## src/sv/pps_pkg.sv

```systemverilog
`timescale 1ns / 1ps
`default_nettype none
// ----------------------------------------------------------------------------
// pps_pkg: shared types and constants of the PID position servo
// Register indexes, fixed field widths, controller command and status types.
// ----------------------------------------------------------------------------
package pps_pkg;

    // fixed field widths
    localparam int CFG_IDX_W  = 3;
    localparam int CFG_DATA_W = 16;
    localparam int GAIN_W     = 16;
    localparam int WIN_W      = 12;
    localparam int DEG_W      = 9;
    localparam int ERR_W      = 13;
    localparam int DERR_W     = ERR_W + 1;
    localparam int SUM_W      = 20;

    // angle scale divisor
    localparam int DEG_AT_REF = 90;

    localparam logic [WIN_W-1:0] WINDOW_RESET = WIN_W'(10);

    // register indexes
    typedef enum logic [CFG_IDX_W-1:0] {
        REG_PROP_GAIN    = 3'd0,
        REG_DERIV_GAIN   = 3'd1,
        REG_INTEG_GAIN   = 3'd2,
        REG_REF_ZERO     = 3'd3,
        REG_REF_NINETY   = 3'd4,
        REG_INTEG_WINDOW = 3'd5
    } reg_idx_t;

    // shared multiplier operand selection
    typedef enum logic [1:0] {
        MUL_TGT = 2'd0,
        MUL_P   = 2'd1,
        MUL_D   = 2'd2,
        MUL_I   = 2'd3
    } mul_sel_t;

    // drive accumulator operation
    typedef enum logic [1:0] {
        ACC_HOLD = 2'd0,
        ACC_LOAD = 2'd1,
        ACC_SUB  = 2'd2,
        ACC_ADD  = 2'd3
    } acc_op_t;

    typedef struct packed {
        logic     capture;
        logic     div_start;
        logic     div_step;
        mul_sel_t mul_sel;
        logic     err_commit;
        acc_op_t  acc_op;
        logic     out_load;
    } ctrl_cmd_t;

    typedef struct packed {
        logic div_last;
    } dp_status_t;

endpackage
`default_nettype wire

```

## src/sv/pps_regs.sv

```systemverilog
`timescale 1ns / 1ps
`default_nettype none
// ----------------------------------------------------------------------------
// pps_regs: configuration register file
// Holds gains, sensor reference points and integral window; flags writes to
// the reference points so the angle scale gets recomputed.
// ----------------------------------------------------------------------------
module pps_regs #(
    parameter int SENSOR_BITS = 10
) (
    input  wire logic                           aclk,
    input  wire logic                           aresetn,
    input  wire logic                           cfg_valid,
    output logic                                cfg_ready,
    input  wire logic [pps_pkg::CFG_IDX_W-1:0]  cfg_index,
    input  wire logic [pps_pkg::CFG_DATA_W-1:0] cfg_data,
    output logic [pps_pkg::GAIN_W-1:0]          prop_gain,
    output logic [pps_pkg::GAIN_W-1:0]          deriv_gain,
    output logic [pps_pkg::GAIN_W-1:0]          integ_gain,
    output logic [SENSOR_BITS-1:0]              ref_zero,
    output logic [SENSOR_BITS-1:0]              ref_ninety,
    output logic [pps_pkg::WIN_W-1:0]           integ_window,
    output logic                                ref_write
);

    logic [pps_pkg::GAIN_W-1:0] prop_gain_reg, deriv_gain_reg, integ_gain_reg;
    logic [SENSOR_BITS-1:0]     ref_zero_reg, ref_ninety_reg;
    logic [pps_pkg::WIN_W-1:0]  integ_window_reg;
    logic                       wr_en;

    assign cfg_ready = 1'b1;
    assign wr_en     = cfg_valid;

    // flag a reference point write
    assign ref_write = wr_en &&
        ((cfg_index == pps_pkg::REG_REF_ZERO) || (cfg_index == pps_pkg::REG_REF_NINETY));

    // decode and store register writes, drop unknown indexes
    always_ff @(posedge aclk) begin
        if (!aresetn) begin
            prop_gain_reg    <= '0;
            deriv_gain_reg   <= '0;
            integ_gain_reg   <= '0;
            ref_zero_reg     <= '0;
            ref_ninety_reg   <= '0;
            integ_window_reg <= pps_pkg::WINDOW_RESET;
        end else if (wr_en) begin
            unique case (cfg_index)
                pps_pkg::REG_PROP_GAIN:    prop_gain_reg    <= cfg_data[pps_pkg::GAIN_W-1:0];
                pps_pkg::REG_DERIV_GAIN:   deriv_gain_reg   <= cfg_data[pps_pkg::GAIN_W-1:0];
                pps_pkg::REG_INTEG_GAIN:   integ_gain_reg   <= cfg_data[pps_pkg::GAIN_W-1:0];
                pps_pkg::REG_REF_ZERO:     ref_zero_reg     <= cfg_data[SENSOR_BITS-1:0];
                pps_pkg::REG_REF_NINETY:   ref_ninety_reg   <= cfg_data[SENSOR_BITS-1:0];
                pps_pkg::REG_INTEG_WINDOW: integ_window_reg <= cfg_data[pps_pkg::WIN_W-1:0];
                default: ;
            endcase
        end
    end

    assign prop_gain    = prop_gain_reg;
    assign deriv_gain   = deriv_gain_reg;
    assign integ_gain   = integ_gain_reg;
    assign ref_zero     = ref_zero_reg;
    assign ref_ninety   = ref_ninety_reg;
    assign integ_window = integ_window_reg;

endmodule
`default_nettype wire

```

## src/sv/pps_ctrl.sv

```systemverilog
`timescale 1ns / 1ps
`default_nettype none
// ----------------------------------------------------------------------------
// pps_ctrl: sequencer of the PID position servo
// Steps the datapath through scale division, target, error and the three
// gain products on one shared multiplier, then loads the output register.
// ----------------------------------------------------------------------------
module pps_ctrl (
    input  wire logic          aclk,
    input  wire logic          aresetn,
    input  wire logic          s_valid,
    output logic               s_ready,
    output logic               m_valid,
    input  wire logic          m_ready,
    input  wire logic          ref_write,
    input  wire pps_pkg::dp_status_t status,
    output pps_pkg::ctrl_cmd_t cmd
);

    typedef enum logic [8:0] {
        ST_IDLE  = 9'b000000001,
        ST_SCALE = 9'b000000010,
        ST_TGT   = 9'b000000100,
        ST_ERR   = 9'b000001000,
        ST_MP    = 9'b000010000,
        ST_MD    = 9'b000100000,
        ST_MI    = 9'b001000000,
        ST_ACC   = 9'b010000000,
        ST_OUT   = 9'b100000000
    } state_t;

    state_t state_reg, state_next;
    logic   pend_reg, pend_next;
    logic   m_valid_reg, m_valid_next;

    assign s_ready = (state_reg == ST_IDLE) && !pend_reg;

    // next state and command decode
    always_comb begin
        state_next = state_reg;
        cmd        = '0;
        cmd.mul_sel = pps_pkg::MUL_TGT;
        cmd.acc_op  = pps_pkg::ACC_HOLD;
        unique case (state_reg)
            ST_IDLE: begin
                if (pend_reg) begin
                    cmd.div_start = 1'b1;
                    state_next    = ST_SCALE;
                end else if (s_valid) begin
                    cmd.capture = 1'b1;
                    state_next  = ST_TGT;
                end
            end
            ST_SCALE: begin
                cmd.div_step = 1'b1;
                if (status.div_last) begin
                    state_next = ST_IDLE;
                end
            end
            ST_TGT: begin
                cmd.mul_sel = pps_pkg::MUL_TGT;
                state_next  = ST_ERR;
            end
            ST_ERR: begin
                cmd.err_commit = 1'b1;
                state_next     = ST_MP;
            end
            ST_MP: begin
                cmd.mul_sel = pps_pkg::MUL_P;
                state_next  = ST_MD;
            end
            ST_MD: begin
                cmd.mul_sel = pps_pkg::MUL_D;
                cmd.acc_op  = pps_pkg::ACC_LOAD;
                state_next  = ST_MI;
            end
            ST_MI: begin
                cmd.mul_sel = pps_pkg::MUL_I;
                cmd.acc_op  = pps_pkg::ACC_SUB;
                state_next  = ST_ACC;
            end
            ST_ACC: begin
                cmd.acc_op = pps_pkg::ACC_ADD;
                state_next = ST_OUT;
            end
            ST_OUT: begin
                if (!m_valid_reg || m_ready) begin
                    cmd.out_load = 1'b1;
                    state_next   = ST_IDLE;
                end
            end
            default: state_next = ST_IDLE;
        endcase
    end

    // hold a scale recompute request until the divider starts
    assign pend_next = ref_write || (pend_reg && !cmd.div_start);

    // output valid: set on load, drop when taken
    assign m_valid_next = cmd.out_load ? 1'b1 : (m_ready ? 1'b0 : m_valid_reg);

    always_ff @(posedge aclk) begin
        if (!aresetn) begin
            state_reg   <= ST_IDLE;
            pend_reg    <= 1'b0;
            m_valid_reg <= 1'b0;
        end else begin
            state_reg   <= state_next;
            pend_reg    <= pend_next;
            m_valid_reg <= m_valid_next;
        end
    end

    assign m_valid = m_valid_reg;

endmodule
`default_nettype wire

```

## src/sv/pps_dp.sv

```systemverilog
`timescale 1ns / 1ps
`default_nettype none
// ----------------------------------------------------------------------------
// pps_dp: datapath of the PID position servo
// Reciprocal scale divider, one shared signed multiplier with a product
// register, error and integral update, drive accumulator, clamp and split.
// ----------------------------------------------------------------------------
module pps_dp #(
    parameter int SENSOR_BITS    = 10,
    parameter int DRIVE_BITS     = 8,
    parameter int GAIN_FRAC_BITS = 8
) (
    input  wire logic                             aclk,
    input  wire logic                             aresetn,
    input  wire pps_pkg::ctrl_cmd_t               cmd,
    output pps_pkg::dp_status_t                   status,
    input  wire logic signed [pps_pkg::DEG_W-1:0] in_target_deg,
    input  wire logic [SENSOR_BITS-1:0]           in_sensor_pos,
    input  wire logic [DRIVE_BITS-1:0]            in_max_drive,
    input  wire logic [pps_pkg::GAIN_W-1:0]       prop_gain,
    input  wire logic [pps_pkg::GAIN_W-1:0]       deriv_gain,
    input  wire logic [pps_pkg::GAIN_W-1:0]       integ_gain,
    input  wire logic [SENSOR_BITS-1:0]           ref_zero,
    input  wire logic [SENSOR_BITS-1:0]           ref_ninety,
    input  wire logic [pps_pkg::WIN_W-1:0]        integ_window,
    output logic [DRIVE_BITS-1:0]                 out_drive_fwd,
    output logic [DRIVE_BITS-1:0]                 out_drive_rev
);

    localparam int ERR_W  = pps_pkg::ERR_W;
    localparam int DERR_W = pps_pkg::DERR_W;
    localparam int SUM_W  = pps_pkg::SUM_W;
    // dividend and scale widths; |scale| < 2^(SENSOR_BITS+GAIN_FRAC_BITS-6)
    localparam int DVW    = SENSOR_BITS + GAIN_FRAC_BITS;
    localparam int SW     = SENSOR_BITS + GAIN_FRAC_BITS - 5;
    // reciprocal of 90 with enough fraction bits for an exact quotient
    localparam int RK     = DVW + 7;
    localparam int RW     = DVW + 1;
    // multiplier operand and product widths
    localparam int MA     = (SW > pps_pkg::GAIN_W + 1) ? SW : pps_pkg::GAIN_W + 1;
    localparam int MB     = SUM_W;
    localparam int PW     = MA + MB;
    localparam int AW     = PW + 2;
    localparam int EW     = PW + 2;

    localparam logic signed [PW-1:0] ROUND_ADJ = PW'((2 ** GAIN_FRAC_BITS) - 1);
    localparam logic signed [EW-1:0] ERR_HI = EW'((2 ** (ERR_W - 1)) - 1);
    localparam logic signed [EW-1:0] ERR_LO = EW'(-(2 ** (ERR_W - 1)));
    localparam logic signed [SUM_W:0] SUM_HI = (SUM_W + 1)'((2 ** (SUM_W - 1)) - 1);
    localparam logic signed [SUM_W:0] SUM_LO = (SUM_W + 1)'(-(2 ** (SUM_W - 1)));
    localparam logic [RW-1:0] RECIP = RW'(((longint'(1) << RK)
        + longint'(pps_pkg::DEG_AT_REF - 1)) / longint'(pps_pkg::DEG_AT_REF));

    // ---------------- scale divider ----------------
    logic signed [SENSOR_BITS:0] ref_diff;
    logic [SENSOR_BITS-1:0]      ref_mag;
    logic [DVW-1:0]              dvd_reg;
    logic [DVW+RW-1:0]           rq_reg;
    logic [SW-2:0]               quo;
    logic                        phase_reg;
    logic                        neg_reg;
    logic signed [SW-1:0]        scale_reg, scale_mag;

    assign ref_diff = $signed({1'b0, ref_ninety}) - $signed({1'b0, ref_zero});
    assign ref_mag  = ref_diff[SENSOR_BITS] ? SENSOR_BITS'(-ref_diff)
                                            : ref_diff[SENSOR_BITS-1:0];

    // quotient is the top bits of the magnitude times the reciprocal
    assign quo       = rq_reg[RK +: SW-1];
    assign scale_mag = $signed({1'b0, quo});

    assign status.div_last = phase_reg;

    // latch the magnitude, then multiply by the reciprocal
    always_ff @(posedge aclk) begin
        if (cmd.div_start) begin
            dvd_reg   <= {ref_mag, {GAIN_FRAC_BITS{1'b0}}};
            neg_reg   <= ref_diff[SENSOR_BITS];
            phase_reg <= 1'b0;
        end else if (cmd.div_step) begin
            rq_reg    <= dvd_reg * RECIP;
            phase_reg <= 1'b1;
        end
    end

    // store the signed scale once the product is in
    always_ff @(posedge aclk) begin
        if (!aresetn) begin
            scale_reg <= '0;
        end else if (cmd.div_step && status.div_last) begin
            scale_reg <= neg_reg ? -scale_mag : scale_mag;
        end
    end

    // ---------------- input capture ----------------
    logic signed [pps_pkg::DEG_W-1:0] deg_reg;
    logic [SENSOR_BITS-1:0]           pos_reg;
    logic [DRIVE_BITS-1:0]            lim_reg;

    always_ff @(posedge aclk) begin
        if (cmd.capture) begin
            deg_reg <= in_target_deg;
            pos_reg <= in_sensor_pos;
            lim_reg <= in_max_drive;
        end
    end

    // ---------------- shared multiplier ----------------
    logic signed [ERR_W-1:0]  last_err_reg;
    logic signed [SUM_W-1:0]  err_sum_reg;
    logic signed [DERR_W-1:0] derr_reg;
    logic signed [MA-1:0]     op_a;
    logic signed [MB-1:0]     op_b;
    logic signed [PW-1:0]     prod_reg, prod_bias, prod_tr;

    always_comb begin
        unique case (cmd.mul_sel)
            pps_pkg::MUL_TGT: begin
                op_a = MA'(scale_reg);
                op_b = MB'(deg_reg);
            end
            pps_pkg::MUL_P: begin
                op_a = $signed(MA'(prop_gain));
                op_b = MB'(last_err_reg);
            end
            pps_pkg::MUL_D: begin
                op_a = $signed(MA'(deriv_gain));
                op_b = MB'(derr_reg);
            end
            pps_pkg::MUL_I: begin
                op_a = $signed(MA'(integ_gain));
                op_b = MB'(err_sum_reg);
            end
            default: begin
                op_a = '0;
                op_b = '0;
            end
        endcase
    end

    always_ff @(posedge aclk) begin
        prod_reg <= op_a * op_b;
    end

    // scale down, truncating toward zero
    assign prod_bias = prod_reg + (prod_reg[PW-1] ? ROUND_ADJ : PW'(0));
    assign prod_tr   = prod_bias >>> GAIN_FRAC_BITS;

    // ---------------- error and integral ----------------
    logic signed [EW-1:0]     err_wide;
    logic signed [ERR_W-1:0]  err_sat;
    logic signed [ERR_W:0]    err_ext, err_abs;
    logic signed [SUM_W:0]    sum_wide;
    logic signed [SUM_W-1:0]  sum_sat, sum_next;
    logic signed [DERR_W-1:0] derr_next;

    assign err_wide = EW'(prod_tr) + EW'($signed({1'b0, ref_zero}))
                    - EW'($signed({1'b0, pos_reg}));

    always_comb begin
        priority if (err_wide > ERR_HI) begin
            err_sat = ERR_HI[ERR_W-1:0];
        end else if (err_wide < ERR_LO) begin
            err_sat = ERR_LO[ERR_W-1:0];
        end else begin
            err_sat = err_wide[ERR_W-1:0];
        end
    end

    assign derr_next = DERR_W'(err_sat) - DERR_W'(last_err_reg);
    assign sum_wide  = (SUM_W + 1)'(err_sum_reg) + (SUM_W + 1)'(err_sat);

    always_comb begin
        priority if (sum_wide > SUM_HI) begin
            sum_sat = SUM_HI[SUM_W-1:0];
        end else if (sum_wide < SUM_LO) begin
            sum_sat = SUM_LO[SUM_W-1:0];
        end else begin
            sum_sat = sum_wide[SUM_W-1:0];
        end
    end

    // clear the integral outside the window
    assign err_ext  = (ERR_W + 1)'(err_sat);
    assign err_abs  = err_ext[ERR_W] ? -err_ext : err_ext;
    assign sum_next = ($unsigned(err_abs) > (ERR_W + 1)'(integ_window)) ? '0 : sum_sat;

    always_ff @(posedge aclk) begin
        if (!aresetn) begin
            last_err_reg <= '0;
            err_sum_reg  <= '0;
        end else if (cmd.err_commit) begin
            last_err_reg <= err_sat;
            err_sum_reg  <= sum_next;
        end
    end

    always_ff @(posedge aclk) begin
        if (cmd.err_commit) begin
            derr_reg <= derr_next;
        end
    end

    // ---------------- drive accumulator ----------------
    logic signed [AW-1:0] acc_reg, acc_next, term;

    assign term = AW'(prod_tr);

    always_comb begin
        unique case (cmd.acc_op)
            pps_pkg::ACC_HOLD: acc_next = acc_reg;
            pps_pkg::ACC_LOAD: acc_next = term;
            pps_pkg::ACC_SUB:  acc_next = acc_reg - term;
            pps_pkg::ACC_ADD:  acc_next = acc_reg + term;
            default:           acc_next = acc_reg;
        endcase
    end

    always_ff @(posedge aclk) begin
        acc_reg <= acc_next;
    end

    // ---------------- clamp and split by sign ----------------
    logic signed [AW-1:0]  lim_ext, acc_neg;
    logic [DRIVE_BITS-1:0] fwd_next, rev_next;
    logic [DRIVE_BITS-1:0] fwd_reg, rev_reg;

    assign lim_ext = AW'($signed({1'b0, lim_reg}));
    assign acc_neg = -acc_reg;

    always_comb begin
        fwd_next = '0;
        rev_next = '0;
        if (acc_reg > AW'(0)) begin
            fwd_next = (acc_reg > lim_ext) ? lim_reg : acc_reg[DRIVE_BITS-1:0];
        end else begin
            rev_next = (acc_neg > lim_ext) ? lim_reg : acc_neg[DRIVE_BITS-1:0];
        end
    end

    always_ff @(posedge aclk) begin
        if (cmd.out_load) begin
            fwd_reg <= fwd_next;
            rev_reg <= rev_next;
        end
    end

    assign out_drive_fwd = fwd_reg;
    assign out_drive_rev = rev_reg;

endmodule
`default_nettype wire

```

## src/sv/pid_position_servo.sv

```systemverilog
`timescale 1ns / 1ps
`default_nettype none
// ----------------------------------------------------------------------------
// pid_position_servo: PID position controller with windowed integral
// Usage:
//   s_ channel: one control tick (target angle, sensor position, drive limit).
//   m_ channel: one result per tick, PWM duties for the forward and reverse pin.
//   cfg channel: register writes (index, data), taken in every cycle.
// A tick is accepted only in idle; the sequencer then steps target, error and
//   the three gain products through one shared multiplier, then accumulate and
//   output, before m_valid rises and it returns to idle for the next tick.
// The result sits in an output register; the next tick is accepted while it
//   waits, and the sequencer holds before its output step if the receiver
//   stalls with the previous result still pending.
// A write to ref_zero or ref_ninety recomputes the angle scale by a reciprocal
//   multiply: the request is registered, the divider latches the magnitude and
//   then multiplies, and s_ready stays low until the scale is stored.
// Reset clears the error history, integral and registers (integ_window to 10)
//   and needs no further pass: the block is ready the next cycle.
// ----------------------------------------------------------------------------
module pid_position_servo #(
    parameter int SENSOR_BITS    = 10,
    parameter int DRIVE_BITS     = 8,
    parameter int GAIN_FRAC_BITS = 8
) (
    input  wire logic                             aclk,
    input  wire logic                             aresetn,
    input  wire logic                             s_valid,
    output logic                                  s_ready,
    input  wire logic signed [pps_pkg::DEG_W-1:0] s_target_deg,
    input  wire logic [SENSOR_BITS-1:0]           s_sensor_pos,
    input  wire logic [DRIVE_BITS-1:0]            s_max_drive,
    output logic                                  m_valid,
    input  wire logic                             m_ready,
    output logic [DRIVE_BITS-1:0]                 m_drive_fwd,
    output logic [DRIVE_BITS-1:0]                 m_drive_rev,
    input  wire logic                             cfg_valid,
    output logic                                  cfg_ready,
    input  wire logic [pps_pkg::CFG_IDX_W-1:0]    cfg_index,
    input  wire logic [pps_pkg::CFG_DATA_W-1:0]   cfg_data
);

    logic [pps_pkg::GAIN_W-1:0] prop_gain, deriv_gain, integ_gain;
    logic [SENSOR_BITS-1:0]     ref_zero, ref_ninety;
    logic [pps_pkg::WIN_W-1:0]  integ_window;
    logic                       ref_write;
    pps_pkg::ctrl_cmd_t         cmd;
    pps_pkg::dp_status_t        status;

    // configuration registers
    pps_regs #(
        .SENSOR_BITS (SENSOR_BITS)
    ) u_regs (
        .aclk         (aclk),
        .aresetn      (aresetn),
        .cfg_valid    (cfg_valid),
        .cfg_ready    (cfg_ready),
        .cfg_index    (cfg_index),
        .cfg_data     (cfg_data),
        .prop_gain    (prop_gain),
        .deriv_gain   (deriv_gain),
        .integ_gain   (integ_gain),
        .ref_zero     (ref_zero),
        .ref_ninety   (ref_ninety),
        .integ_window (integ_window),
        .ref_write    (ref_write)
    );

    // sequencer
    pps_ctrl u_ctrl (
        .aclk      (aclk),
        .aresetn   (aresetn),
        .s_valid   (s_valid),
        .s_ready   (s_ready),
        .m_valid   (m_valid),
        .m_ready   (m_ready),
        .ref_write (ref_write),
        .status    (status),
        .cmd       (cmd)
    );

    // datapath
    pps_dp #(
        .SENSOR_BITS    (SENSOR_BITS),
        .DRIVE_BITS     (DRIVE_BITS),
        .GAIN_FRAC_BITS (GAIN_FRAC_BITS)
    ) u_dp (
        .aclk          (aclk),
        .aresetn       (aresetn),
        .cmd           (cmd),
        .status        (status),
        .in_target_deg (s_target_deg),
        .in_sensor_pos (s_sensor_pos),
        .in_max_drive  (s_max_drive),
        .prop_gain     (prop_gain),
        .deriv_gain    (deriv_gain),
        .integ_gain    (integ_gain),
        .ref_zero      (ref_zero),
        .ref_ninety    (ref_ninety),
        .integ_window  (integ_window),
        .out_drive_fwd (m_drive_fwd),
        .out_drive_rev (m_drive_rev)
    );

endmodule
`default_nettype wire

```

## config.mk

```make
export PLATFORM = sky130hd
export DESIGN_NAME = pid_position_servo
export DESIGN_NICKNAME = d
export VERILOG_FILES = /design/src/sv/pps_pkg.sv /design/src/sv/pps_regs.sv /design/src/sv/pps_ctrl.sv /design/src/sv/pps_dp.sv /design/src/sv/pid_position_servo.sv
export SDC_FILE = /design/constraint.sdc
export NUM_CORES = 2
export LEC_CHECK = 0
export ABC_AREA = 1
export BUFFER_PORTS_ARGS = -buffer_cell sky130_fd_sc_hd__buf_4
export CAP_MARGIN = 20
export CORE_MARGIN = 1
export CORE_UTILIZATION = 65
export DETAILED_ROUTE_END_ITERATION = 10
export PLACE_DENSITY_LB_ADDON = 0.2
export SLEW_MARGIN = 10
export SYNTH_ARGS = -nofsm -noshare
export SYNTH_HDL_FRONTEND = slang
export SYNTH_HIERARCHICAL = 1
export SYNTH_SLANG_ARGS = --single-unit
```

## constraint.sdc

```tcl
create_clock -name aclk -period 11.7 [get_ports aclk]
set_input_delay 0 -clock aclk [delete_from_list [all_inputs] [get_ports aclk]]
set_output_delay 0 -clock aclk [all_outputs]
set_load 0.1 [all_outputs]
```

; ---- After elaboration in Yosys (flattened, before gate mapping)
; Cells that the tools add are included.
[totals]
regBits = 309
in_bits = 51
out_inout_bits = 19
wordCells = 123
[op_classes]
addsub = 12
n_mul = 2
n_lt_le_gt_ge = 8
n_eq_ne = 23
n_mux = 31
bitwise_logic = 1
reduce_logical = 22
[ops]
columns = cell, count
row1 = one-hot mux 39 bit (3 select lines), 1
row2 = one-hot mux 9 bit (9 select lines), 1
row3 = one-hot mux 20 bit (4 select lines), 1
row4 = > comparator 39 x 9 -> 1 bit, 2
row5 = one-hot mux 17 bit (4 select lines), 1
row6 = 2-to-1 mux 20 bit, 3
row7 = adder 39 x 29 -> 39 bit, 1
row8 = > comparator 39 x 1 -> 1 bit (second input constant), 1
row9 = > comparator 39 x 13 -> 1 bit (second input constant), 1
row10 = less-than comparator 39 x 13 -> 1 bit (second input constant), 1
row11 = 2-to-1 mux 13 bit, 3
row12 = negation 39 bit, 1
row13 = subtractor 39 x 11 -> 39 bit, 1
row14 = subtractor 39 x 29 -> 39 bit, 1
row15 = adder 37 x 9 -> 37 bit, 1
row16 = multiplier 17 x 20 -> 37 bit, 1
row17 = 2-to-1 mux 9 bit, 4
row18 = adder 29 x 11 -> 30 bit, 1
row19 = multiplier 10 x 17 -> 27 bit (second input constant), 1
row20 = 2-to-1 mux 8 bit, 3
row21 = adder 20 x 13 -> 21 bit, 1
row22 = > comparator 21 x 20 -> 1 bit (second input constant), 1
row23 = less-than comparator 21 x 20 -> 1 bit (second input constant), 1
row24 = > comparator 14 x 12 -> 1 bit, 1
row25 = 35 further kinds, 65

; ---- Depth between registers and ports, before layout
[depth]
ltp_word = 12
mapped_depth = 62
depth_no_buf = 60

; ---- Cells and area by module
; Netlist, hierarchy kept.
[modules_own_cells]
columns = mod, instances, cells_each, area_each_um2, seq_area_each_um2
row1 = pps_dp, 1, 4461, 33525.9, 5255.0
row2 = pps_regs, 1, 466, 3238.1, 1601.5
row3 = pps_ctrl, 1, 122, 839.6, 220.2

; ---- Least setup slack after synthesis
; Ideal clock, no wire load.
[synth_timing]
path_type = flip-flop to flip-flop
from = register u_ctrl.state_reg[1]
to = register u_dp.prod_reg[36]
setup_ns = 0.112
arrival_ns = 7.852
required_ns = 11.588
slack_ns = 3.736
path_stages_with_launch = 46
n_path_buf = 3
synth_period_minus_slack_ns = 7.964
cell_sequence = dfxtp_1 > inv_2 > nand2_2 > nor2_2 > inv_2 > nor2_2 > inv_2 > nor2_2 > inv_1 > nand2_1 > clkbuf_1 > clkinv_1 > nor2_1 > buf_2 > nand2_1 > nand2_1 > o21ai_0 > clkinv_1 > [... 10 more ...] > fa_1 > inv_1 > fa_1 > ha_1 > a21oi_1 > o21ai_0 > a21oi_1 > inv_1 > nand2_1 > nand2_1 > a21oi_1 > o21bai_1 > a21boi_0 > o21ai_0 > nand2_1 > nand2_1 > nand2_1 > nand2_1
[synth_rtl]
columns = element, line
row1 = from (decl), pps_ctrl.sv:32  ; state_t state_reg, state_next;
row2 = from (signal assigned), pps_ctrl.sv:108  ; state_reg <= state_next;
row3 = to (signal assigned), pps_dp.sv:142  ; prod_reg <= op_a * op_b;
row4 = to (decl), pps_dp.sv:114  ; logic signed [PW-1:0] prod_reg, prod_bias, prod_tr;

==> impl_summary.log <==
INFO  metric outcome = finished clean
INFO  metric grt_first_pass_wirelength = 168,000 um
INFO  metric nets = between 5,000 and 6,000
INFO  metric rr_worst_depth = 43
INFO  metric grt_antenna_before_repair = 0
INFO  metric pwrdens = between 100 and 150 nW/um^2
INFO  metric fin_crit = 9.57 ns
INFO  metric worst_setup_path_endpoint = u_dp/prod_reg[36]$_DFF_P_
INFO  metric synth.distinct_cells = 66
INFO  metric postSynthNetCount = 5,830
INFO  metric reg_area = 7080 sq um
INFO  metric routedWlPerCell = 17.7 um
INFO  metric leakagePower = 21.4 nW
INFO  metric area_delta_synth_final = 8.00%
INFO  metric max_cap_viol_count = 0
INFO  metric path_class = flip-flop to flip-flop
INFO  metric grtUsageMet2 = 0.582
INFO  metric ir_drop = 202 uV
INFO  metric mostFrequentLayoutCell = sky130_fd_sc_hd__nand2_1
INFO  metric cpMaxStageDelayCell = sky130_fd_sc_hd__clkinv_1
INFO  metric post_synth_instance_area = around 38,000 sq um
INFO  metric drc = 0
INFO  metric slew_violations = 0
INFO  metric synth_enable_flop_cells = 119
INFO  metric worst_hold_path_type = input port to flip-flop
INFO  metric global_route.usage.met1 = 0.464
INFO  metric vias = 33,300
INFO  metric slew-limit-headroom = 0.280
INFO  metric initial_core_util = 0.662
INFO  metric setup.reg_to_reg.worst_slack = about 2.1 ns
INFO  metric grt_pass1_vias = 32,700
INFO  metric synthFlopType = sky130_fd_sc_hd__dfxtp_1
INFO  metric final_antenna_net_count = 0
INFO  metric final_layout_size_suffix_gt1_frac = 0.0653
INFO  metric grtUsageTotal = 0.361
INFO  metric final_core_occ = 0.715
INFO  metric maximum_number_of_pins_on_one_net_before_global_route_repair = 59
INFO  metric mostFrequentLayoutCells = sky130_fd_sc_hd__nand2_1 (1,115), sky130_fd_sc_hd__inv_1 (950), sky130_fd_sc_hd__nor2_1 (577), sky130_fd_sc_hd__fa_1 (394), sky130_fd_sc_hd__ha_1 (336)
INFO  metric rsz0062_at_grt = false
INFO  metric clk_transition_reported_paths = 0.07 ns
INFO  metric detailedPlace.worstSlack = 2.40 ns
INFO  metric drt_first_iter_violations = 3,263
INFO  metric max_h_tree_level = 2
INFO  metric clock-sinks = 294
INFO  metric post_cts.repair.setup_buffers = 0
INFO  metric synth.ff_latch_count = 294
INFO  metric worstReg2RegEnd = u_dp/prod_reg[36]$_DFF_P_
INFO  metric coreArea = approximately 57,000 sq um
INFO  metric reg2reg_from = u_ctrl/state_reg[0]$_SDFFE_PN1P_
INFO  metric final_standard_cell_count_with_taps_included_and_fillers_excluded = 5,918
INFO  metric place.gp.congestion = 1.01
INFO  metric global_route.peak_usage_layer = met2
INFO  metric fillerInstances = 4,761
INFO  metric number_of_flip_flops_under_the_largest_register_name = 39
INFO  metric crit_fanout = 28
INFO  metric finalHoldViolCount = 0
INFO  metric fmax = 104 MHz
INFO  metric crit_path_start = u_ctrl/state_reg[0]$_SDFFE_PN1P_
INFO  metric worst_ep_arrival_time = 10.02 ns
INFO  metric via_to_cell_ratio = between 5 and 6
INFO  metric cp.required = approximately 12 ns
INFO  metric die-area = 58,800 sq um
INFO  metric max_stage_delay = 0.67 ns
INFO  metric drtPass1Iterations = 8
INFO  metric synth_seq_area_share = 0.188
INFO  metric insertedDiodeCount = 0
INFO  metric routed_wirelength = 105,000 um
INFO  metric synth.avg_cell_area = 7.45 sq um
INFO  metric multi_input_gate_area = 26,300 sq um
INFO  metric setup_viol = 0
INFO  metric placement.io_buffers = 68
INFO  metric power = 0.00545 W
INFO  metric dieHeight = roughly 240 um
INFO  metric worst-slew-pin-transition = 1.07 ns
INFO  metric finClkSkew = 0.0251 ns
INFO  metric clock_latency = 0.58 ns
INFO  metric post-route-period-util = 0.818
INFO  metric ios = 70
INFO  metric post-place-cells = 5,797
INFO  metric async_reset_ff_frac = 0
INFO  metric layout_setup_ws = 2.13 ns
INFO  metric tritoncts.num_buffers = 36
INFO  metric clk_path_buf_depth = 3
INFO  metric fp-row-count = 87
INFO  metric global_route.usage.met3 = 0.0699
INFO  metric clk_root_buffer_cell = sky130_fd_sc_hd__clkbuf_16
INFO  metric cts_tree = built
INFO  metric die-width = around 240 um
INFO  metric yosys_warnings = 6
INFO  metric overflow = 0
INFO  metric final.setup.tns = 0 ns
INFO  metric postSynthCellCount = 5,049
INFO  metric dp.final_hpwl = 83,800 um
INFO  metric crit_path_end_kind = flip-flop
INFO  metric worstSetupStartpointType = flip-flop
==> metrics by stage <==
stage                     hold WS (ns)  cell area [sq um]
after floorplan                 0.0989              37600
after global placement           0.178              38800
after detailed placement         0.180              38800
after CTS                       0.0159              40600
after global routing            0.0810              40600
final                           0.0811              40600
==> power breakdown <==
part           leakage (nW)  switching [W]  internal, W
sequential             2.50      0.0000321      0.00117
clock                 0.594       0.000484     0.000672
combinational          18.3        0.00201      0.00109
total                  21.4        0.00252      0.00293
==> critical path, delay by kind of cell, from the launching register on <==
kind                     cells  cell delay, ns
AO/OA/AOI/OAI                9            2.05
buffers and inverters       14            2.37
AND/OR/NAND/NOR             13            1.54
adder cells (fa/ha/maj)      7            3.14
flip-flops                   1            0.35
==> routing by layer <==
metal,wire (um),share of wire
met4,5530,0.053
met3,9450,0.090
met5,87,0.00083
met2,47800,0.46
met1,42100,0.40
==> logic make-up (layout without fill, tap and decap cells) <==
kind of cell             count (synthesis)  count (layout)  share of synthesized area
AND/OR/NAND/NOR                       2208            2208                      0.253
flip-flops                             294             294                      0.188
other                                    1               1                  0.0000997
XOR/XNOR                               188             188                     0.0438
AO/OA/AOI/OAI                          519             519                     0.0793
buffers and inverters                 1109            1222                      0.114
adder cells (fa/ha/maj)                730             730                      0.322
==> final cells by class <==
cell class | count | area share
Clock buffer | 49 | 0.0254
Multi-Input combinational cell | 3646 | 0.647
Clock inverter | 17 | 0.00468
Timing Repair Buffer | 164 | 0.0338
Sequential cell | 294 | 0.174
Inverter | 992 | 0.0918
Tap cell | 756 | 0.0233
==> synth_stat cells, drive strengths merged, types with 2 or more instances <==
cell type | n | share of area
nor3b | 4 | 0.00080
a221oi | 17 | 0.0040
o31ai | 4 | 0.00080
o21a | 14 | 0.0028
o21ai | 172 | 0.023
a31oi | 18 | 0.0030
a21oi | 216 | 0.029
ha | 336 | 0.11
a21boi | 7 | 0.0014
fa | 394 | 0.21
o211ai | 7 | 0.0014
xnor2 | 52 | 0.012
inv | 973 | 0.097
o21bai | 13 | 0.0026
o2111ai | 10 | 0.0023
clkinv | 19 | 0.0019
edfxtp | 119 | 0.095
nand3 | 261 | 0.037
xor2 | 136 | 0.032
and2 | 4 | 0.00067
nor4 | 7 | 0.0012
or2 | 27 | 0.0045
buf | 44 | 0.0076
nand2 | 1156 | 0.12
o221ai | 6 | 0.0014
nand4 | 62 | 0.011
a21o | 13 | 0.0026
nor2 | 622 | 0.067
clkbuf | 73 | 0.0073
nand3b | 11 | 0.0026
a211oi | 14 | 0.0028
dfxtp | 175 | 0.093
o41ai | 2 | 0.00047
nor3 | 51 | 0.0079
and3 | 3 | 0.00050
==> how the worst min path moves through the flow <==
stage,start,depth (start not counted),endpoint,slack (ns)
6_report,cfg_valid,5,u_regs/ref_ninety[4]$_SDFFE_PN0P_,0.08
5_1_grt,cfg_valid,5,u_regs/ref_ninety[4]$_SDFFE_PN0P_,0.08
3_3_place_gp,s_target_deg[1],1,u_dp/deg_reg[1]$_DFFE_PP_,0.18
3_5_place_dp,s_target_deg[8],1,u_dp/deg_reg[8]$_DFFE_PP_,0.18
2_1_floorplan,s_target_deg[0],0,u_dp/deg_reg[0]$_DFFE_PP_,0.1
4_1_cts,cfg_valid,5,u_regs/ref_ninety[4]$_SDFFE_PN0P_,0.02
==> what timing repair did <==
action / CTS / global route
hold buffers: 53 / 0
endpoints found under the hold margin: 117 / 0
resized for setup: 0 / 0
Note: power is estimated with default switching activity, not from simulation.
